### config.mk
export PLATFORM = sky130hd
export DESIGN_NAME = arp_cache_resolver_unit
export DESIGN_NICKNAME = d
export VERILOG_FILES = /design/src/hdl/arpc_pkg.sv /design/src/hdl/arpc_front.sv /design/src/hdl/arpc_back.sv /design/src/hdl/arp_cache_resolver_unit.sv
export SDC_FILE = /design/constraint.sdc
export NUM_CORES = 2
export LEC_CHECK = 0
export BUFFER_PORTS_ARGS = -buffer_cell sky130_fd_sc_hd__buf_2
export CORE_ASPECT_RATIO = 2
export CORE_MARGIN = 2
export CORE_UTILIZATION = 50
export CTS_BUF_LIST = sky130_fd_sc_hd__clkbuf_8 sky130_fd_sc_hd__clkbuf_16
export DETAILED_ROUTE_END_ITERATION = 10
export PLACE_DENSITY = 0.66
export SLEW_MARGIN = 40
export SYNTH_ARGS = -nofsm -noshare
export SYNTH_HDL_FRONTEND = slang
export SYNTH_SLANG_ARGS = --single-unit
### constraint.sdc
create_clock -name clock -period 14.85 [get_ports clock]
set_input_delay 0.7425 -clock clock [delete_from_list [all_inputs] [get_ports clock]]
set_output_delay 0.7425 -clock clock [all_outputs]
set_load 0.02 [all_outputs]
### src/hdl/arpc_pkg.sv
// arpc_pkg: shared types, codes and constants for the ARP cache resolver.
// No dependencies.
package arpc_pkg;

   localparam int ENTRIES    = 16;
   localparam int SLOT_W     = (ENTRIES > 1) ? $clog2(ENTRIES) : 1;
   localparam int CNT_W      = $clog2(ENTRIES + 1);

   localparam logic [31:0] CACHE_TIMEOUT_RST  = 32'd60000;
   localparam logic [15:0] QUERY_INTERVAL_RST = 16'd500;
   localparam logic [3:0]  MAX_ATTEMPTS_RST   = 4'd10;
   localparam logic [31:0] FLUSH_INTERVAL_RST = 32'd15000;
   localparam logic [15:0] ARP_HW_ETHER       = 16'h0001;
   localparam logic [15:0] ARP_PROTO_IPV4     = 16'h0800;
   localparam logic [7:0]  ARP_HW_LEN         = 8'd6;
   localparam logic [7:0]  ARP_PROTO_LEN      = 8'd4;
   localparam logic [15:0] ARP_OPC_REQUEST    = 16'd1;
   localparam logic [15:0] ARP_OPC_REPLY      = 16'd2;

   localparam logic [2:0] CSR_LOCAL_IP = 3'd0;
   localparam logic [2:0] CSR_TIMEOUT  = 3'd1;
   localparam logic [2:0] CSR_QUERY    = 3'd2;
   localparam logic [2:0] CSR_ATTEMPTS = 3'd3;
   localparam logic [2:0] CSR_FLUSH    = 3'd4;

   typedef enum logic [1:0] {
      OP_PACKET  = 2'd0,
      OP_RESOLVE = 2'd1,
      OP_TICK    = 2'd2,
      OP_NONE    = 2'd3
   } op_type;

   typedef enum logic [2:0] {
      ST_NONE  = 3'd0,
      ST_OKAY  = 3'd1,
      ST_WAIT  = 3'd2,
      ST_FAIL  = 3'd3,
      ST_FULL  = 3'd4
   } status_type;

   typedef enum logic [1:0] {
      SEND_NONE  = 2'd0,
      SEND_REPLY = 2'd1,
      SEND_QUERY = 2'd2
   } send_type;

   // classified command passed from front to back
   typedef enum logic [2:0] {
      CMD_NOP     = 3'd0,
      CMD_REFRESH = 3'd1,
      CMD_ADD     = 3'd2,
      CMD_RESOLVE = 3'd3,
      CMD_TICK    = 3'd4
   } cmd_kind_type;

   typedef struct packed {
      cmd_kind_type kind;
      logic [31:0]  ip;
      logic [47:0]  mac;
   } cmd_type;

   typedef struct packed {
      status_type  status;
      logic [47:0] resolved_mac;
      send_type    send_kind;
      logic [31:0] send_dst_ip;
      logic [47:0] send_dst_mac;
   } rsp_type;

   typedef enum logic [2:0] {
      BK_IDLE,
      BK_SCAN,
      BK_ACT,
      BK_SWEEP,
      BK_OUT
   } bk_state_type;

   function automatic logic expired(input logic [31:0] now, input logic [31:0] dl);
      logic [31:0] diff;
      diff = now - dl;
      return ~diff[31];
   endfunction

endpackage

### src/hdl/arpc_front.sv
// arpc_front: accepts items, checks ARP headers and classifies into commands.
// Depends on arpc_pkg.
module arpc_front import arpc_pkg::*; (
   input  logic        clock,
   input  logic        reset,
   input  logic        req_valid,
   output logic        req_stall,
   input  logic [1:0]  req_operation,
   input  logic [15:0] req_hw_type,
   input  logic [15:0] req_proto_type,
   input  logic [7:0]  req_hw_len,
   input  logic [7:0]  req_proto_len,
   input  logic [15:0] req_arp_opcode,
   input  logic [31:0] req_src_ip,
   input  logic [47:0] req_src_mac,
   input  logic [31:0] req_dst_ip,
   input  logic [31:0] req_resolve_ip,
   input  logic [31:0] local_ip,
   output logic        cmd_valid,
   input  logic        cmd_take,
   output cmd_type     cmd
);

   // two-entry queue
   cmd_type   q_ff [2];
   cmd_type   q_in [2];
   logic [1:0] cnt_ff, cnt_in;
   cmd_type   c;
   logic      hdr_ok, is_req, is_rep, acc;

   assign req_stall = (cnt_ff == 2'd2);
   assign acc       = req_valid & ~req_stall;
   assign cmd_valid = (cnt_ff != 2'd0);
   assign cmd       = q_ff[0];

   always_comb begin
      hdr_ok = (req_hw_type == ARP_HW_ETHER) && (req_proto_type == ARP_PROTO_IPV4) &&
               (req_hw_len == ARP_HW_LEN) && (req_proto_len == ARP_PROTO_LEN);
      is_req = req_arp_opcode == ARP_OPC_REQUEST;
      is_rep = req_arp_opcode == ARP_OPC_REPLY;
      c.kind = CMD_NOP;
      c.ip   = req_src_ip;
      c.mac  = req_src_mac;
      unique case (op_type'(req_operation))
         OP_PACKET: begin
            if (hdr_ok && is_req && local_ip != 32'd0 && req_dst_ip == local_ip)
               c.kind = CMD_ADD;
            else if (hdr_ok && (is_req || is_rep))
               c.kind = CMD_REFRESH;
         end
         OP_RESOLVE: begin
            c.kind = CMD_RESOLVE;
            c.ip   = req_resolve_ip;
         end
         OP_TICK: c.kind = CMD_TICK;
         default: c.kind = CMD_NOP;
      endcase
   end

   always_comb begin
      logic pop;
      logic [1:0] after;
      pop     = cmd_take & cmd_valid;
      q_in[0] = q_ff[0];
      q_in[1] = q_ff[1];
      if (pop) q_in[0] = q_ff[1];
      after   = cnt_ff - {1'b0, pop};
      if (acc) q_in[after[0]] = c;
      cnt_in  = after + {1'b0, acc};
   end

   always_ff @(posedge clock) begin
      q_ff[0] <= q_in[0];
      q_ff[1] <= q_in[1];
      if (reset) cnt_ff <= 2'd0;
      else       cnt_ff <= cnt_in;
   end

endmodule

### src/hdl/arpc_back.sv
// arpc_back: table of slots, sequential lookup, allocation, query and sweep.
// Depends on arpc_pkg.
module arpc_back import arpc_pkg::*; (
   input  logic        clock,
   input  logic        reset,
   input  logic        cmd_valid,
   output logic        cmd_take,
   input  cmd_type     cmd,
   input  logic [31:0] cache_timeout_ms,
   input  logic [15:0] query_interval_ms,
   input  logic [3:0]  max_attempts,
   input  logic [31:0] flush_interval_ms,
   output logic        rsp_valid,
   input  logic        rsp_stall,
   output rsp_type     rsp
);

   logic [ENTRIES-1:0] used_ff, used_in;
   logic [31:0] ip_ff  [ENTRIES];
   logic [47:0] mac_ff [ENTRIES];
   logic        val_ff [ENTRIES];
   logic [3:0]  att_ff [ENTRIES];
   logic [31:0] dl_ff  [ENTRIES];

   bk_state_type st_ff, st_in;
   cmd_type     c_ff, c_in;
   logic [CNT_W-1:0] idx_ff, idx_in;
   logic        hit_ff, hit_in, fre_ff, fre_in;
   logic [SLOT_W-1:0] hs_ff, hs_in, fs_ff, fs_in;
   logic [31:0] now_ff, now_in, nf_ff, nf_in;
   rsp_type     r_ff, r_in;

   logic [SLOT_W-1:0] ix, ts;
   logic        wr, wr_used;
   logic [31:0] w_ip, w_dl;
   logic [47:0] w_mac;
   logic        w_val;
   logic [3:0]  w_att;
   logic        clr;
   logic        tgt_ok;

   assign ix        = idx_ff[SLOT_W-1:0];
   assign cmd_take  = (st_ff == BK_IDLE) & cmd_valid;
   assign rsp_valid = (st_ff == BK_OUT);
   assign rsp       = r_ff;

   // next state
   always_comb begin
      st_in = st_ff;
      unique case (st_ff)
         BK_IDLE: if (cmd_valid) st_in = BK_SCAN;
         BK_SCAN: begin
            // flush check uses the clock after this tick
            if (c_ff.kind == CMD_TICK)
               st_in = expired(now_ff + 32'd1, nf_ff) ? BK_SWEEP : BK_OUT;
            else if (c_ff.kind == CMD_NOP) st_in = BK_OUT;
            else if (idx_ff == CNT_W'(ENTRIES - 1)) st_in = BK_ACT;
         end
         BK_ACT:   st_in = BK_OUT;
         BK_SWEEP: if (idx_ff == CNT_W'(ENTRIES - 1)) st_in = BK_OUT;
         BK_OUT:   if (!rsp_stall) st_in = BK_IDLE;
         default:  st_in = BK_IDLE;
      endcase
   end

   // datapath
   always_comb begin
      c_in   = c_ff;
      idx_in = idx_ff;
      hit_in = hit_ff;
      fre_in = fre_ff;
      hs_in  = hs_ff;
      fs_in  = fs_ff;
      now_in = now_ff;
      nf_in  = nf_ff;
      r_in   = r_ff;
      used_in = used_ff;
      wr = 1'b0;
      wr_used = 1'b0;
      ts = hit_ff ? hs_ff : fs_ff;
      w_ip = c_ff.ip;
      w_mac = c_ff.mac;
      w_val = 1'b1;
      w_att = 4'd0;
      w_dl = now_ff + cache_timeout_ms;
      clr = 1'b0;
      tgt_ok = 1'b0;
      unique case (st_ff)
         BK_IDLE: begin
            c_in   = cmd;
            idx_in = '0;
            hit_in = 1'b0;
            fre_in = 1'b0;
            r_in   = '0;
         end
         BK_SCAN: begin
            if (c_ff.kind == CMD_TICK) begin
               now_in = now_ff + 32'd1;
               idx_in = '0;
               if (expired(now_in, nf_ff)) nf_in = now_in + flush_interval_ms;
            end else begin
               if (!hit_ff && used_ff[ix] && ip_ff[ix] == c_ff.ip) begin
                  hit_in = 1'b1;
                  hs_in  = ix;
               end
               if (!fre_ff && !used_ff[ix]) begin
                  fre_in = 1'b1;
                  fs_in  = ix;
               end
               idx_in = idx_ff + CNT_W'(1);
            end
         end
         BK_ACT: begin
            unique case (c_ff.kind) inside
               CMD_REFRESH, CMD_ADD: begin
                  if (c_ff.kind == CMD_ADD) begin
                     r_in.send_kind    = SEND_REPLY;
                     r_in.send_dst_ip  = c_ff.ip;
                     r_in.send_dst_mac = c_ff.mac;
                  end
                  tgt_ok = hit_ff || (c_ff.kind == CMD_ADD && fre_ff);
                  if (tgt_ok) begin
                     wr = 1'b1;
                     wr_used = 1'b1;
                  end
               end
               CMD_RESOLVE: begin
                  w_val = 1'b0;
                  w_mac = '0;
                  w_dl  = now_ff + {16'd0, query_interval_ms};
                  if (!hit_ff) begin
                     if (!fre_ff) r_in.status = ST_FULL;
                     else begin
                        wr = 1'b1;
                        wr_used = 1'b1;
                        w_att = 4'd1;
                        r_in.status = ST_WAIT;
                        r_in.send_kind = SEND_QUERY;
                        r_in.send_dst_ip = c_ff.ip;
                     end
                  end else if (val_ff[hs_ff]) begin
                     r_in.status = ST_OKAY;
                     r_in.resolved_mac = mac_ff[hs_ff];
                  end else if (expired(now_ff, dl_ff[hs_ff])) begin
                     if (att_ff[hs_ff] >= max_attempts) r_in.status = ST_FAIL;
                     else begin
                        wr = 1'b1;
                        w_ip  = ip_ff[hs_ff];
                        w_mac = mac_ff[hs_ff];
                        w_att = att_ff[hs_ff] + 4'd1;
                        r_in.status = ST_WAIT;
                        r_in.send_kind = SEND_QUERY;
                        r_in.send_dst_ip = ip_ff[hs_ff];
                     end
                  end else r_in.status = ST_WAIT;
               end
               default: ;
            endcase
         end
         BK_SWEEP: begin
            clr = used_ff[ix] &&
                  ((val_ff[ix] && expired(now_ff, dl_ff[ix])) ||
                   (!val_ff[ix] && att_ff[ix] >= max_attempts));
            if (clr) used_in[ix] = 1'b0;
            idx_in = idx_ff + CNT_W'(1);
         end
         BK_OUT: ;
         default: ;
      endcase
      if (wr_used) used_in[ts] = 1'b1;
   end

   always_ff @(posedge clock) begin
      c_ff  <= c_in;
      hs_ff <= hs_in;
      fs_ff <= fs_in;
      r_ff  <= r_in;
      if (wr) begin
         ip_ff[ts]  <= w_ip;
         mac_ff[ts] <= w_mac;
         val_ff[ts] <= w_val;
         att_ff[ts] <= w_att;
         dl_ff[ts]  <= w_dl;
      end
      if (reset) begin
         st_ff   <= BK_IDLE;
         used_ff <= '0;
         idx_ff  <= '0;
         hit_ff  <= 1'b0;
         fre_ff  <= 1'b0;
         now_ff  <= '0;
         nf_ff   <= FLUSH_INTERVAL_RST;
      end else begin
         st_ff   <= st_in;
         used_ff <= used_in;
         idx_ff  <= idx_in;
         hit_ff  <= hit_in;
         fre_ff  <= fre_in;
         now_ff  <= now_in;
         nf_ff   <= nf_in;
      end
   end

endmodule

### src/hdl/arp_cache_resolver_unit.sv
// ARP cache resolver top level. Packets and resolves go through the table
// engine's scan (one table slot compared per cycle) and act states; ticks
// go straight out, or through a flush sweep (one slot per cycle) first.
// The engine takes a new item only once the previous response is taken.
// A two-item queue decouples intake from the table engine.
// Synchronous reset empties the table, zeroes the clock and restores registers.
module arp_cache_resolver_unit import arpc_pkg::*; (
   input  logic        clock,
   input  logic        reset,
   input  logic        csr_write,
   input  logic [2:0]  csr_index,
   input  logic [31:0] csr_data,
   input  logic        req_valid,
   output logic        req_stall,
   input  logic [1:0]  req_operation,
   input  logic [15:0] req_hw_type,
   input  logic [15:0] req_proto_type,
   input  logic [7:0]  req_hw_len,
   input  logic [7:0]  req_proto_len,
   input  logic [15:0] req_arp_opcode,
   input  logic [31:0] req_src_ip,
   input  logic [47:0] req_src_mac,
   input  logic [31:0] req_dst_ip,
   input  logic [31:0] req_resolve_ip,
   output logic        rsp_valid,
   input  logic        rsp_stall,
   output logic [2:0]  rsp_status,
   output logic [47:0] rsp_resolved_mac,
   output logic [1:0]  rsp_send_kind,
   output logic [31:0] rsp_send_dst_ip,
   output logic [47:0] rsp_send_dst_mac
);

   logic [31:0] lip_ff, tmo_ff, fli_ff;
   logic [15:0] qi_ff;
   logic [3:0]  ma_ff;
   logic        cmd_valid, cmd_take;
   cmd_type     cmd;
   rsp_type     rsp;

   always_ff @(posedge clock) begin
      if (reset) begin
         lip_ff <= '0;
         tmo_ff <= CACHE_TIMEOUT_RST;
         qi_ff  <= QUERY_INTERVAL_RST;
         ma_ff  <= MAX_ATTEMPTS_RST;
         fli_ff <= FLUSH_INTERVAL_RST;
      end else if (csr_write) begin
         case (csr_index)
            CSR_LOCAL_IP: lip_ff <= csr_data;
            CSR_TIMEOUT:  tmo_ff <= csr_data;
            CSR_QUERY:    qi_ff  <= csr_data[15:0];
            CSR_ATTEMPTS: ma_ff  <= csr_data[3:0];
            CSR_FLUSH:    fli_ff <= csr_data;
            default: ;
         endcase
      end
   end

   arpc_front u_front (
      .clock, .reset, .req_valid, .req_stall, .req_operation, .req_hw_type,
      .req_proto_type, .req_hw_len, .req_proto_len, .req_arp_opcode,
      .req_src_ip, .req_src_mac, .req_dst_ip, .req_resolve_ip,
      .local_ip(lip_ff), .cmd_valid, .cmd_take, .cmd
   );

   arpc_back u_back (
      .clock, .reset, .cmd_valid, .cmd_take, .cmd,
      .cache_timeout_ms(tmo_ff), .query_interval_ms(qi_ff),
      .max_attempts(ma_ff), .flush_interval_ms(fli_ff),
      .rsp_valid, .rsp_stall, .rsp
   );

   assign rsp_status       = rsp.status;
   assign rsp_resolved_mac = rsp.resolved_mac;
   assign rsp_send_kind    = rsp.send_kind;
   assign rsp_send_dst_ip  = rsp.send_dst_ip;
   assign rsp_send_dst_mac = rsp.send_dst_mac;

   a_okay_mac: assert property (@(posedge clock) disable iff (reset)
      rsp_valid && rsp_status != ST_OKAY |-> rsp_resolved_mac == 48'd0)
      else $error("mac without okay");
   a_query_wait: assert property (@(posedge clock) disable iff (reset)
      rsp_valid && rsp_send_kind == SEND_QUERY |-> rsp_status == ST_WAIT)
      else $error("query without wait");
   a_reply_none: assert property (@(posedge clock) disable iff (reset)
      rsp_valid && rsp_send_kind == SEND_REPLY |-> rsp_status == ST_NONE)
      else $error("reply with status");

endmodule

==> metrics.csv <==
stage,metric,value,unit
status,status,"complete, no violations",
cts,clk buf depth,4,
cts,Worst-path clk slew,70,ps
yosys,Post-synth EDFFs,2179,
drt,DRC viols,0,
yosys,"Primary FF master, synth",edfxtp_1,
global_routing,global route overflow,0,
yosys,Ys Warns,0,
power,VDD IR max,280.4,uV
setup_path,Reg2Reg Setup Slack,6480,ps
place,post-DP HPWL,193600,um
yosys,#FFs+latches synth,2478,
yosys,Mapped Area,110000,um2
cts,TritonCTS Buffers,213,
floorplanning,Core Box Area,218900,um2
setup_path,worst path required time,15340,ps
setup_path,Top delay family on crit path,buffers and inverters,
place,Buffers on Ports,384,
power,Pwr Density,147.3,nW/um2
drt,Vias/cell,6.450,
drt,Final ANT Viol Nets,0,
setup_path,CP Cell Sequence,"buf_6, buf_4, mux4_2, mux4_2, inv_1, ha_1, nand4_1, nor3_1, and4_1, nand2_1, or3_1, o2111ai_2, mux2i_4, o21ai_1, nor2_4, buf_4, buf_12",
cells_and_area,area occupied by multi-input gates,36870,um2
yosys,main combinational cell family by area after synthesis,multiplexers,
power,switching share of power,0.2850,
sta,max-slew violations,0,
power,P_sw,5.175,mW
yosys,synth top area cells,"edfxtp_1, mux4_2, dfxtp_1",
yosys,share of the synthesized area in the top cell type,0.5947,
cts,CTS tree,yes,
sta,Slew Limit Headroom,0.3692,
yosys,Synth Area per Inst,17.36,um2
global_routing,initial antenna violation count,13,
cts,Root Driver,clkbuf_16,
yosys,Synth Area in Compound Gates,0.04279,
setup_path,crit end category,flop,
drt,wire per inst,31.70,um
setup_path,worst stage delay on the critical path,740,ps
yosys,mux contribution to synthesized area,0.2057,
yosys,register area share after synthesis,0.6491,
yosys,post-synthesis xor/xnor area fraction,0.01494,
power,P_int,12.98,mW
setup_path,CP bufs+invs,5,
place,Placed Area,116000,um2
cells_and_area,layout cell share with drive strength beyond 1,0.2783,
sta,RSZ-0062 raised after global routing,false,
setup_path,Crit Path Category,reg2reg,
cts,# Post-CTS Setup Buffers,0,
job,max cap viols,0,
floorplanning,Initial Util,0.5026,
floorplanning,Die Width,335.7,um
setup_path,Worst Setup Start Kind,flop,
sta,worst slew pin tran,940.5,ps
drt,First-pass DRT Iterations,5,
sta,Final period util,0.5638,
cells_and_area,Seq. cell area,71450,um2
setup_path,reg2reg end,u_back.mac_ff[2][9]$_DFFE_PP_,
cts,clock latency on the worst-skew pair,900,ps
setup_path,Crit Path Max Fanout,81,
cells_and_area,final instance area,123200,um2
worst_hold_path,worst hold path type,in2reg,
power,LEAKAGE,41.70,nW
yosys,Netlist cell types,87,
setup_path,CP Capture Point,u_back.mac_ff[2][9]$_DFFE_PP_,
cts,clk sinks,2478,
yosys,Synth Area in Simple Gates,0.04675,
sta,"Hold Violations, Final",0,
power,clock share of power,0.312,
sta,Peak Freq,119.4,MHz
cells_and_area,Nets,7175,
yosys,top cell type by total area after synthesis,edfxtp_1,
setup_path,Crit-path slowest cell,nor2_4,
yosys,Syn Nets,6776,
floorplanning,row cnt,243,
global_routing,Global Route Usage Sum,0.2745,
sta,Period minus WS final,8372,ps
setup_path,path depth of the worst reg2reg path,17,
floorplanning,die area,224100,um2
yosys,post-synthesis instance total,6338,
global_routing,first-pass GRT wire length,443200,um
global_routing,largest net degree at the start of global routing,102,
sta,final setup fails,0,
cells_and_area,most frequent cells in the layout,"edfxtp_1, mux4_2, nand2_1, buf_2, a21oi_1",
drt,total number of vias,62800,
setup_path,Levels on crit path,17,
drt,routed wire length,308600,um
cells_and_area,area delta synth->final,11.99,%
drt,DRT iter0 DRCs,6347,
sta,final setup skew,77.20,ps
yosys,ys async rst share,0,
floorplanning,Die Y,667.4,um
sta,final setup TNS,0,ps
cells_and_area,filler cell count in the final layout,16640,
power,Comb pwr share,0.180,
floorplanning,io pins,385,
cts,H-tree depth,4,
setup_path,Worst EP arrival,8870,ps
power,Flop pwr share,0.508,
place,GPL Wtd Cong,0.8685,
cells_and_area,"commonest non-fill, non-tap cell in the layout",edfxtp_1,
yosys,post-synthesis adder-cell area fraction,0.02158,
global_routing,vias in the first global route,65300,
-- repair_timing --
item / in CTS / in global routing
hold buffers: 2 / 0
resized for setup: 0 / 0
hold endpoints to repair: 2 / 0
-- stage by stage --
step / hold slack [ps] / worst slack, ps / total power [mW] / instances / util
finish: 44.09 / 6478 / 18.16 / 9736 / 0.5629
global placement: 412.5 / 5732 / 12.52 / 9318 / 0.5279
detailed placement: 414.0 / 6358 / 12.65 / 9331 / 0.5300
CTS: 0.8111 / 6311 / 18.24 / 9722 / 0.5620
floorplan: 407.6 / 4290 / 11.29 / 6338 / -
global route: 19.02 / 6126 / 18.73 / 9733 / 0.5629
-- logic make-up (layout without fill, tap and decap cells) --
| logic type | Yosys count | in the layout |
|---|---|---|
| XOR/XNOR | 186 | 186 |
| adder cells (fa/ha/maj) | 188 | 188 |
| AO/OA/AOI/OAI | 757 | 757 |
| AND/OR/NAND/NOR | 1087 | 1087 |
| other | 0 | 8 |
| flip-flops | 2478 | 2478 |
| buffers and inverters | 525 | 1098 |
| multiplexers | 1117 | 1117 |
-- area by class of cell --
type | instances | area share
antenna | 8 | 0.0001625
clock buffer | 227 | 0.04537
clock inverter | 162 | 0.01130
inverter | 152 | 0.004650
multi-input combinational | 3335 | 0.2992
sequential | 2478 | 0.5798
tap | 2817 | 0.02860
timing repair buffer | 557 | 0.03091
-- synth_stat cells, types with 65 or more instances --
master and instances:
clkbuf_1 248, o21ai_0 82, and2_1 73, mux4_2 901, nor2_1 232, and3_1 65
a21oi_1 372, xor2_1 81, xnor2_1 104, edfxtp_1 2179, nand2_1 421, inv_1 149
ha_1 185, a21o_1 74, mux2i_1 141, dfxtp_1 299
-- power by group through the flow --
stage               registers, mW  clock network (mW)  logic [mW]
floorplan                    9.33                   0        1.96
global placement             9.39                   0        3.14
detailed placement           9.37                   0        3.28
CTS                          9.23                5.73        3.28
global route                 9.26                5.97        3.50
finish                       9.23                5.66        3.27
-- worst reg2reg max path: stages (launching register included) --
cell       delay [ps]
dfxtp_4           720
buf_6             580
buf_4             740
mux4_2            610
mux4_2            470
inv_1             130
ha_1              200
nand4_1           150
nor3_1            390
and4_1            280
nand2_1            90
or3_1             430
o2111ai_2         150
mux2i_4           590
o21ai_1           420
nor2_4            740
buf_4             530
buf_12            640
-- worst min path at each step --
stage / from / slack [ps] / cells after the start / endpoint
after global routing: req_src_mac[44] / 20 / 1 / flop
after CTS: req_src_mac[45] / 0.8 / 1 / flop
after floorplan: u_front.q_ff[0][0]$_DFF_P_ / 410 / 0 / u_back.c_ff[0]$_DFFE_PP_
after detailed placement: u_front.q_ff[0][1]$_DFF_P_ / 410 / 0 / u_back.c_ff[1]$_DFFE_PP_
final: req_src_mac[41] / 40 / 1 / flop
after global placement: u_front.q_ff[0][45]$_DFF_P_ / 410 / 0 / u_back.c_ff[45]$_DFFE_PP_
-- metal layers --
metal | GRT usage | routed length, um | up-vias
li1 | - | - | 26360
met3 | 0.03585 | 20330 | 697
met5 | 0 | 16 | -
met2 | 0.4983 | 164200 | 2890
met4 | 0.1311 | 16160 | 2
met1 | 0.3200 | 107900 | 32850
-- state kept, by name (all words and copies together), names as in the netlist, named ones only --
name,count
u_back.mac_ff,768
u_back.dl_ff,512
u_back.ip_ff,512
u_back.rsp,133
u_back.c_ff,83
u_front.q_ff,83
u_back.att_ff,64
fli_ff,32
lip_ff,32
tmo_ff,32
u_back.nf_ff,32
u_back.now_ff,32
qi_ff,16
u_back.used_ff,16
u_back.val_ff,16
u_back.idx_ff,5
ma_ff,4
u_back.fs_ff,4
u_back.hs_ff,4
u_back.st_ff,3
u_front.cnt_ff,2
u_back.fre_ff,1
u_back.hit_ff,1
Note: power is estimated with default switching activity, not from simulation.
